### src/xts_aes128_sector_decrypt_defines.svh
// Assertion macros shared by the XTS-AES-128 sector decrypt block.
// Depends on nothing; included by the modules that assert.
`ifndef XTS_AES128_SECTOR_DECRYPT_DEFINES_SVH
`define XTS_AES128_SECTOR_DECRYPT_DEFINES_SVH
// check that an antecedent implies a consequent in the same cycle
`define XTS_ASSERT_IMP(label, clk, rstn, a, c) \
    label: assert property (@(posedge clk) disable iff (!rstn) (a) |-> (c)) \
        else $error("assertion failed");
// check that an antecedent implies a consequent in the next cycle
`define XTS_ASSERT_NEXT(label, clk, rstn, a, c) \
    label: assert property (@(posedge clk) disable iff (!rstn) (a) |=> (c)) \
        else $error("assertion failed");
`endif

### src/xts_pkg.sv
// Package for the XTS-AES-128 sector decrypt block: types, constants, AES functions.
// Depends on nothing.
`timescale 1ns / 1ps
package xts_pkg;
    localparam logic [1:0] REG_DKEY_LO = 2'd0;
    localparam logic [1:0] REG_DKEY_HI = 2'd1;
    localparam logic [1:0] REG_TKEY_LO = 2'd2;
    localparam logic [1:0] REG_TKEY_HI = 2'd3;
    localparam logic [7:0] GF_POLY = 8'h87;

    // queued word from front to back
    typedef struct packed {
        logic         new_tweak;
        logic         done;
        logic [63:0]  sector;
        logic [127:0] cipher;
    } xts_job_t;

    typedef enum logic [2:0] {
        ST_IDLE, ST_TWK, ST_RKEY, ST_DEC, ST_OUT
    } xts_state_t;

    localparam logic [7:0] SBOX [256] = '{
8'h63,8'h7c,8'h77,8'h7b,8'hf2,8'h6b,8'h6f,8'hc5,8'h30,8'h01,8'h67,8'h2b,8'hfe,8'hd7,8'hab,8'h76,
8'hca,8'h82,8'hc9,8'h7d,8'hfa,8'h59,8'h47,8'hf0,8'had,8'hd4,8'ha2,8'haf,8'h9c,8'ha4,8'h72,8'hc0,
8'hb7,8'hfd,8'h93,8'h26,8'h36,8'h3f,8'hf7,8'hcc,8'h34,8'ha5,8'he5,8'hf1,8'h71,8'hd8,8'h31,8'h15,
8'h04,8'hc7,8'h23,8'hc3,8'h18,8'h96,8'h05,8'h9a,8'h07,8'h12,8'h80,8'he2,8'heb,8'h27,8'hb2,8'h75,
8'h09,8'h83,8'h2c,8'h1a,8'h1b,8'h6e,8'h5a,8'ha0,8'h52,8'h3b,8'hd6,8'hb3,8'h29,8'he3,8'h2f,8'h84,
8'h53,8'hd1,8'h00,8'hed,8'h20,8'hfc,8'hb1,8'h5b,8'h6a,8'hcb,8'hbe,8'h39,8'h4a,8'h4c,8'h58,8'hcf,
8'hd0,8'hef,8'haa,8'hfb,8'h43,8'h4d,8'h33,8'h85,8'h45,8'hf9,8'h02,8'h7f,8'h50,8'h3c,8'h9f,8'ha8,
8'h51,8'ha3,8'h40,8'h8f,8'h92,8'h9d,8'h38,8'hf5,8'hbc,8'hb6,8'hda,8'h21,8'h10,8'hff,8'hf3,8'hd2,
8'hcd,8'h0c,8'h13,8'hec,8'h5f,8'h97,8'h44,8'h17,8'hc4,8'ha7,8'h7e,8'h3d,8'h64,8'h5d,8'h19,8'h73,
8'h60,8'h81,8'h4f,8'hdc,8'h22,8'h2a,8'h90,8'h88,8'h46,8'hee,8'hb8,8'h14,8'hde,8'h5e,8'h0b,8'hdb,
8'he0,8'h32,8'h3a,8'h0a,8'h49,8'h06,8'h24,8'h5c,8'hc2,8'hd3,8'hac,8'h62,8'h91,8'h95,8'he4,8'h79,
8'he7,8'hc8,8'h37,8'h6d,8'h8d,8'hd5,8'h4e,8'ha9,8'h6c,8'h56,8'hf4,8'hea,8'h65,8'h7a,8'hae,8'h08,
8'hba,8'h78,8'h25,8'h2e,8'h1c,8'ha6,8'hb4,8'hc6,8'he8,8'hdd,8'h74,8'h1f,8'h4b,8'hbd,8'h8b,8'h8a,
8'h70,8'h3e,8'hb5,8'h66,8'h48,8'h03,8'hf6,8'h0e,8'h61,8'h35,8'h57,8'hb9,8'h86,8'hc1,8'h1d,8'h9e,
8'he1,8'hf8,8'h98,8'h11,8'h69,8'hd9,8'h8e,8'h94,8'h9b,8'h1e,8'h87,8'he9,8'hce,8'h55,8'h28,8'hdf,
8'h8c,8'ha1,8'h89,8'h0d,8'hbf,8'he6,8'h42,8'h68,8'h41,8'h99,8'h2d,8'h0f,8'hb0,8'h54,8'hbb,8'h16
    };

    localparam logic [7:0] RCON [10] = '{
        8'h01, 8'h02, 8'h04, 8'h08, 8'h10, 8'h20, 8'h40, 8'h80, 8'h1b, 8'h36
    };

    function automatic logic [7:0] inv_sbox(input logic [7:0] v);
        logic [7:0] r;
        r = 8'h00;
        for (int i = 0; i < 256; i++) begin
            if (SBOX[i] == v) r = i[7:0];
        end
        return r;
    endfunction

    function automatic logic [7:0] xt(input logic [7:0] a);
        return {a[6:0], 1'b0} ^ (a[7] ? 8'h1b : 8'h00);
    endfunction

    // bytes are held with byte 0 in bits 7:0
    function automatic logic [7:0] gb(input logic [127:0] s, input int i);
        return s[8*i +: 8];
    endfunction

    // next round key from previous one, rcon given
    function automatic logic [127:0] key_fwd(input logic [127:0] k, input logic [7:0] rc);
        logic [31:0] t;
        logic [127:0] n;
        t = {SBOX[k[103:96]], SBOX[k[127:120]], SBOX[k[119:112]],
             SBOX[k[111:104]] ^ rc};
        n[31:0]   = k[31:0] ^ t;
        n[63:32]  = k[63:32] ^ n[31:0];
        n[95:64]  = k[95:64] ^ n[63:32];
        n[127:96] = k[127:96] ^ n[95:64];
        return n;
    endfunction

    // previous round key from next one
    function automatic logic [127:0] key_bwd(input logic [127:0] n, input logic [7:0] rc);
        logic [31:0] t;
        logic [127:0] k;
        k[127:96] = n[127:96] ^ n[95:64];
        k[95:64]  = n[95:64] ^ n[63:32];
        k[63:32]  = n[63:32] ^ n[31:0];
        t = {SBOX[k[103:96]], SBOX[k[127:120]], SBOX[k[119:112]],
             SBOX[k[111:104]] ^ rc};
        k[31:0] = n[31:0] ^ t;
        return k;
    endfunction

    function automatic logic [127:0] enc_round(input logic [127:0] s, input logic [127:0] rk,
                                               input logic last);
        logic [127:0] t, m;
        logic [7:0] a0, a1, a2, a3;
        for (int r = 0; r < 4; r++)
            for (int c = 0; c < 4; c++)
                t[8*(r+4*c) +: 8] = SBOX[gb(s, r + 4*((c + r) & 3))];
        for (int c = 0; c < 4; c++) begin
            a0 = t[8*(4*c) +: 8]; a1 = t[8*(4*c+1) +: 8];
            a2 = t[8*(4*c+2) +: 8]; a3 = t[8*(4*c+3) +: 8];
            m[8*(4*c) +: 8]   = xt(a0) ^ xt(a1) ^ a1 ^ a2 ^ a3;
            m[8*(4*c+1) +: 8] = a0 ^ xt(a1) ^ xt(a2) ^ a2 ^ a3;
            m[8*(4*c+2) +: 8] = a0 ^ a1 ^ xt(a2) ^ xt(a3) ^ a3;
            m[8*(4*c+3) +: 8] = xt(a0) ^ a0 ^ a1 ^ a2 ^ xt(a3);
        end
        return (last ? t : m) ^ rk;
    endfunction

    function automatic logic [7:0] gm(input logic [7:0] a, input logic [3:0] b);
        logic [7:0] r, x;
        r = 8'h00; x = a;
        for (int i = 0; i < 4; i++) begin
            if (b[i]) r = r ^ x;
            x = xt(x);
        end
        return r;
    endfunction

    function automatic logic [127:0] dec_round(input logic [127:0] s, input logic [127:0] rk,
                                               input logic last);
        logic [127:0] t, m;
        logic [7:0] a0, a1, a2, a3;
        for (int r = 0; r < 4; r++)
            for (int c = 0; c < 4; c++)
                t[8*(r+4*c) +: 8] = inv_sbox(gb(s, r + 4*((c - r + 4) & 3)));
        t = t ^ rk;
        for (int c = 0; c < 4; c++) begin
            a0 = t[8*(4*c) +: 8]; a1 = t[8*(4*c+1) +: 8];
            a2 = t[8*(4*c+2) +: 8]; a3 = t[8*(4*c+3) +: 8];
            m[8*(4*c) +: 8]   = gm(a0,4'd14) ^ gm(a1,4'd11) ^ gm(a2,4'd13) ^ gm(a3,4'd9);
            m[8*(4*c+1) +: 8] = gm(a0,4'd9) ^ gm(a1,4'd14) ^ gm(a2,4'd11) ^ gm(a3,4'd13);
            m[8*(4*c+2) +: 8] = gm(a0,4'd13) ^ gm(a1,4'd9) ^ gm(a2,4'd14) ^ gm(a3,4'd11);
            m[8*(4*c+3) +: 8] = gm(a0,4'd11) ^ gm(a1,4'd13) ^ gm(a2,4'd9) ^ gm(a3,4'd14);
        end
        return last ? t : m;
    endfunction
endpackage

### src/xts_front.sv
// Front end: accepts ciphertext words, tracks sector and block count, queues jobs.
// Depends on xts_pkg.
`timescale 1ns / 1ps
module xts_front import xts_pkg::*; #(
    parameter int BLOCKS_PER_SECTOR = 256
) (
    input  logic         aclk,
    input  logic         aresetn,
    input  logic         in_valid,
    output logic         in_ready,
    input  logic         start_run,
    input  logic [63:0]  start_sector,
    input  logic [127:0] cipher,
    output logic         job_valid,
    input  logic         job_ready,
    output xts_job_t     job
);
    localparam int CW = $clog2(BLOCKS_PER_SECTOR + 1);
    localparam logic [CW-1:0] LAST = CW'(BLOCKS_PER_SECTOR - 1);

    logic [63:0]   sector_reg;
    logic [CW-1:0] blk_reg;
    xts_job_t      q_reg [2];
    logic          wp_reg, rp_reg;
    logic [1:0]    cnt_reg;
    logic          push, pop;
    xts_job_t      nj;
    logic [63:0]   sec_now;
    logic [CW-1:0] blk_now;

    assign in_ready  = (cnt_reg != 2'd2);
    assign push      = in_valid && in_ready;
    assign job_valid = (cnt_reg != 2'd0);
    assign pop       = job_valid && job_ready;
    assign job       = q_reg[rp_reg];

    // classify the incoming word
    always_comb begin
        sec_now = start_run ? start_sector : sector_reg;
        blk_now = start_run ? '0 : blk_reg;
        nj.new_tweak = (blk_now == '0);
        nj.done      = (blk_now == LAST);
        nj.sector    = sec_now;
        nj.cipher    = cipher;
    end

    always_ff @(posedge aclk) begin
        if (!aresetn) begin
            sector_reg <= '0;
            blk_reg    <= '0;
            wp_reg     <= 1'b0;
            rp_reg     <= 1'b0;
            cnt_reg    <= 2'd0;
        end else begin
            if (push) begin
                q_reg[wp_reg] <= nj;
                wp_reg <= !wp_reg;
                if (blk_now == LAST) begin
                    blk_reg    <= '0;
                    sector_reg <= sec_now + 64'd1;
                end else begin
                    blk_reg    <= blk_now + CW'(1);
                    sector_reg <= sec_now;
                end
            end
            if (pop) rp_reg <= !rp_reg;
            cnt_reg <= cnt_reg + {1'b0, push} - {1'b0, pop};
        end
    end
endmodule

### config.mk
export PLATFORM = sky130hd
export DESIGN_NAME = xts_front
export DESIGN_NICKNAME = d
export VERILOG_FILES = /design/src/xts_aes128_sector_decrypt_defines.svh /design/src/xts_pkg.sv /design/src/xts_front.sv
export SDC_FILE = /design/constraint.sdc
export NUM_CORES = 1
export LEC_CHECK = 0
export BUFFER_PORTS_ARGS = -buffer_cell sky130_fd_sc_hd__buf_2
export CAP_MARGIN = 5
export CORE_ASPECT_RATIO = 0.5
export CORE_MARGIN = 2
export CORE_UTILIZATION = 40
export CTS_BUF_LIST = sky130_fd_sc_hd__clkbuf_8
export DETAILED_ROUTE_END_ITERATION = 8
export SLEW_MARGIN = 15
export SYNTH_ARGS = -nofsm -noshare
export SYNTH_HDL_FRONTEND = slang
export SYNTH_SLANG_ARGS = --single-unit
### constraint.sdc
create_clock -name aclk -period 16.7 [get_ports aclk]
set_input_delay 1.67 -clock aclk [delete_from_list [all_inputs] [get_ports aclk]]
set_output_delay 1.67 -clock aclk [all_outputs]
set_load 0.005 [all_outputs]
==> reports/qor.yml <==
sta:
  fmax_mhz: 202
  whs_ns: 0.453
  clock_skew_ns: 0.0333
  setup_tns_ns: 0
  setup_violations: 0
  period_needed_ns: 4.95
  hold_viol: 0
  tightest_slew_ns: 1.01
  finalMaxSlewViolations: 0
  period_share: 0.296
  rsz0062_at_grt: "no"
  maxSlewHeadroom: 0.319
  setup_slack_ns: 11.75
clock_tree:
  cts_tree: "yes"
  clock-sinks: 466
  cts_max_path_buffers: 3
  clk_pin_slew_ns: 0.06
  cts_max_level: 3
  root_buffer: "clkbuf_8"
  post_cts_buffers: 0
  numCtsBuffers: 71
  ctsHoldBuffers: 0
  cts-resized-gates: 0
  insertion_delay_ns: 0.64
worst_setup_path:
  critPathTopFamily: "simple AND/OR/NAND/NOR gates"
  crit_slowest_cell: "buf_4"
  end_kind: "flip-flop"
  required_ns: 17.21
  cp-start-kind: "primary input"
  cp.buffers_inverters: 2
  crit_chain: "buf_4 > buf_4 > nand4_1 > a22oi_1 > nand4_1 > nor3_1 > a31o_2 > nand3_1"
  crit_fanout: 97
  critical_path_class: "primary input to flip-flop"
  arrival_ns: 5.46
  crit_path_max_incr_delay_ns: 0.87
routing:
  route.vias.total: 12800
  detail-route-antenna-nets: 0
  wl_mm: 50.7
  drt_iter0_drc: 941
  drc: 0
  avgViaCountPerCell: 5.16
  wl_per_cell_um: 20.4
  drtPass1Iterations: 7
pwr:
  p_seq_frac: 0.491
  worst_ir_drop_vdd_mv: 0.0571
  power_mw: 2.88
  net-switching-power_uw: 799
  internal-power_mw: 2.08
  switching_share: 0.277
  p_leak_nw: 8.69
  power_density_nw_per_um2: 121
  clkPwrFrac: 0.307
  pwr-share-comb: 0.202
die:
  dieHeight_um: 161
  die_area_um2: 51400
  die_w_um: 319
  placementRows: 57
  initial_utilization: 0.407
  core_region_area_um2: 48700
  ioPinCount: 393
yosys:
  syn_area_um2: 19800
  syn_inst: 1362
  synth_top_area_cell: "edfxtp_1"
  yosys.area.top_type_share: 0.588
  synth-edff-count: 388
  ys_async_sr_fraction: 0
  synth.most_common_cell: "edfxtp_1"
  syn_nets: 1564
  synth_commonest_cells: "edfxtp_1 (388), mux2_2 (236), nand2_1 (114)"
  synthTopCellsByArea: "edfxtp_1 (59%), mux2_2 (13%), dfxtp_1 (7.9%)"
  syn_avg_cell_area_um2: 14.5
  ys.flop_type: "edfxtp_1"
  synth_cell_type_count: 64
  synth_warnings: 0
  synth_seq_cells: 466
  seq_area_frac_synth: 0.667
place:
  place_area_um2: 22400
  portBuffers: 392
  dp.cells: 2353
  place.gp.congestion: 0.839
  place_ws_ns: 11.09
  dpl.hpwl_mm: 34.1
global_route:
  track_usage: 0.192
  grt_max_degree: 170
  grt_pass1_wl_mm: 75.7
  grt_pass1_vias: 12400
  gr-total-overflow: 0
  antenna_found_initial: 4
layout:
  finalNetCount: 1979
  multi_input_area_um2: 6230
  n_fill_cell: 4378
  fin_area_um2: 23700
  stdcell_count: 2483
  drive_above_1_share: 0.412
  largest_reg_flops: 388
  area_growth_syn_to_layout_pct: 19.8
  utilization: 0.487
  layout.area.seq_um2: 13200
worst_hold_path:
  min_path_type: "flip-flop to flip-flop"
job:
  drv_cap: 0
outcome:
  status: "completed"
## per-layer routing
layer | up-vias | track usage | wire length (um)
met4 | 0 | 0.0571 | 1040
li1 | 6074 | - | -
met2 | 291 | 0.335 | 25900
met5 | - | 0 | 0
met1 | 6361 | 0.245 | 21800
met3 | 76 | 0.0356 | 1950
## worst paths after layout
kind / cells after the start / slack (ns) / end / startpoint
hold reg to reg: 2 / 0.45 / sector_reg[59]$_SDFFE_PN0N_ / sector_reg[59]$_SDFFE_PN0N_
setup reg to reg: 6 / 13.14 / q_reg[1][63]$_DFFE_PP_ / cnt_reg[0]$_SDFF_PN0_
hold / removal: 2 / 0.45 / sector_reg[59]$_SDFFE_PN0N_ / sector_reg[59]$_SDFFE_PN0N_
setup / recovery: 8 / 11.75 / sector_reg[48]$_SDFFE_PN0N_ / start_run
## cells by family after synthesis
| kind of cell | synth area share |
|---|---|
| and+or+nand+nor | 0.0999 |
| AOI/OAI and AO/OA | 0.0458 |
| muxes | 0.144 |
| adders and majority gates | 0.00316 |
| DFF | 0.667 |
| buffers and inverters | 0.0194 |
| xor gates and xnor gates | 0.0212 |
## power by group through the flow
stage	registers, mW	clock network (mW)	logic (mW)
global route	1.42	0.969	0.630
floorplan	1.44	0	0.348
global placement	1.43	0	0.591
CTS	1.41	0.916	0.596
finish	1.41	0.885	0.583
detailed placement	1.44	0	0.593
## layout make-up
type,instances,share of cell area
Antenna cell,3,0.000316
Clock buffer,75,0.0435
Clock inverter,52,0.0110
Inverter,26,0.00411
Multi-Input combinational cell,808,0.263
Sequential cell,466,0.557
Tap cell,649,0.0342
Timing Repair Buffer,404,0.0876
## layout by cell type, fill, tap and decap left out, types with 7 or more instances in the layout
cell type  netlist  final
and3_1          10      9
nor4_1          14     14
clkbuf_8         0     75
nor3_1          10     10
nand2_1        114    114
nand3_1         65     65
clkinv_1         0      8
nand4b_1        16     16
edfxtp_1       388    388
o21ai_0         34     34
nand2b_1         8      8
nand3b_1        20     20
dfxtp_1         78     77
o21ai_1         16     16
inv_1           25     57
buf_2           11    391
a22oi_1         11     11
buf_4            4     11
nor2_1          39     37
a21oi_1         33     33
mux2_2         236    236
nor4_2           7      7
nand4_1         30     30
xnor2_1         44     44
mux2i_1         19     19
## worst register-to-register path, delay by kind of cell, from the launching register on
kind	cells	cell delay, ns
flip-flops	1	0.34
AND/OR/NAND/NOR	3	0.93
buffers and inverters	3	1.84
Note: power is estimated with default switching activity, not from simulation.
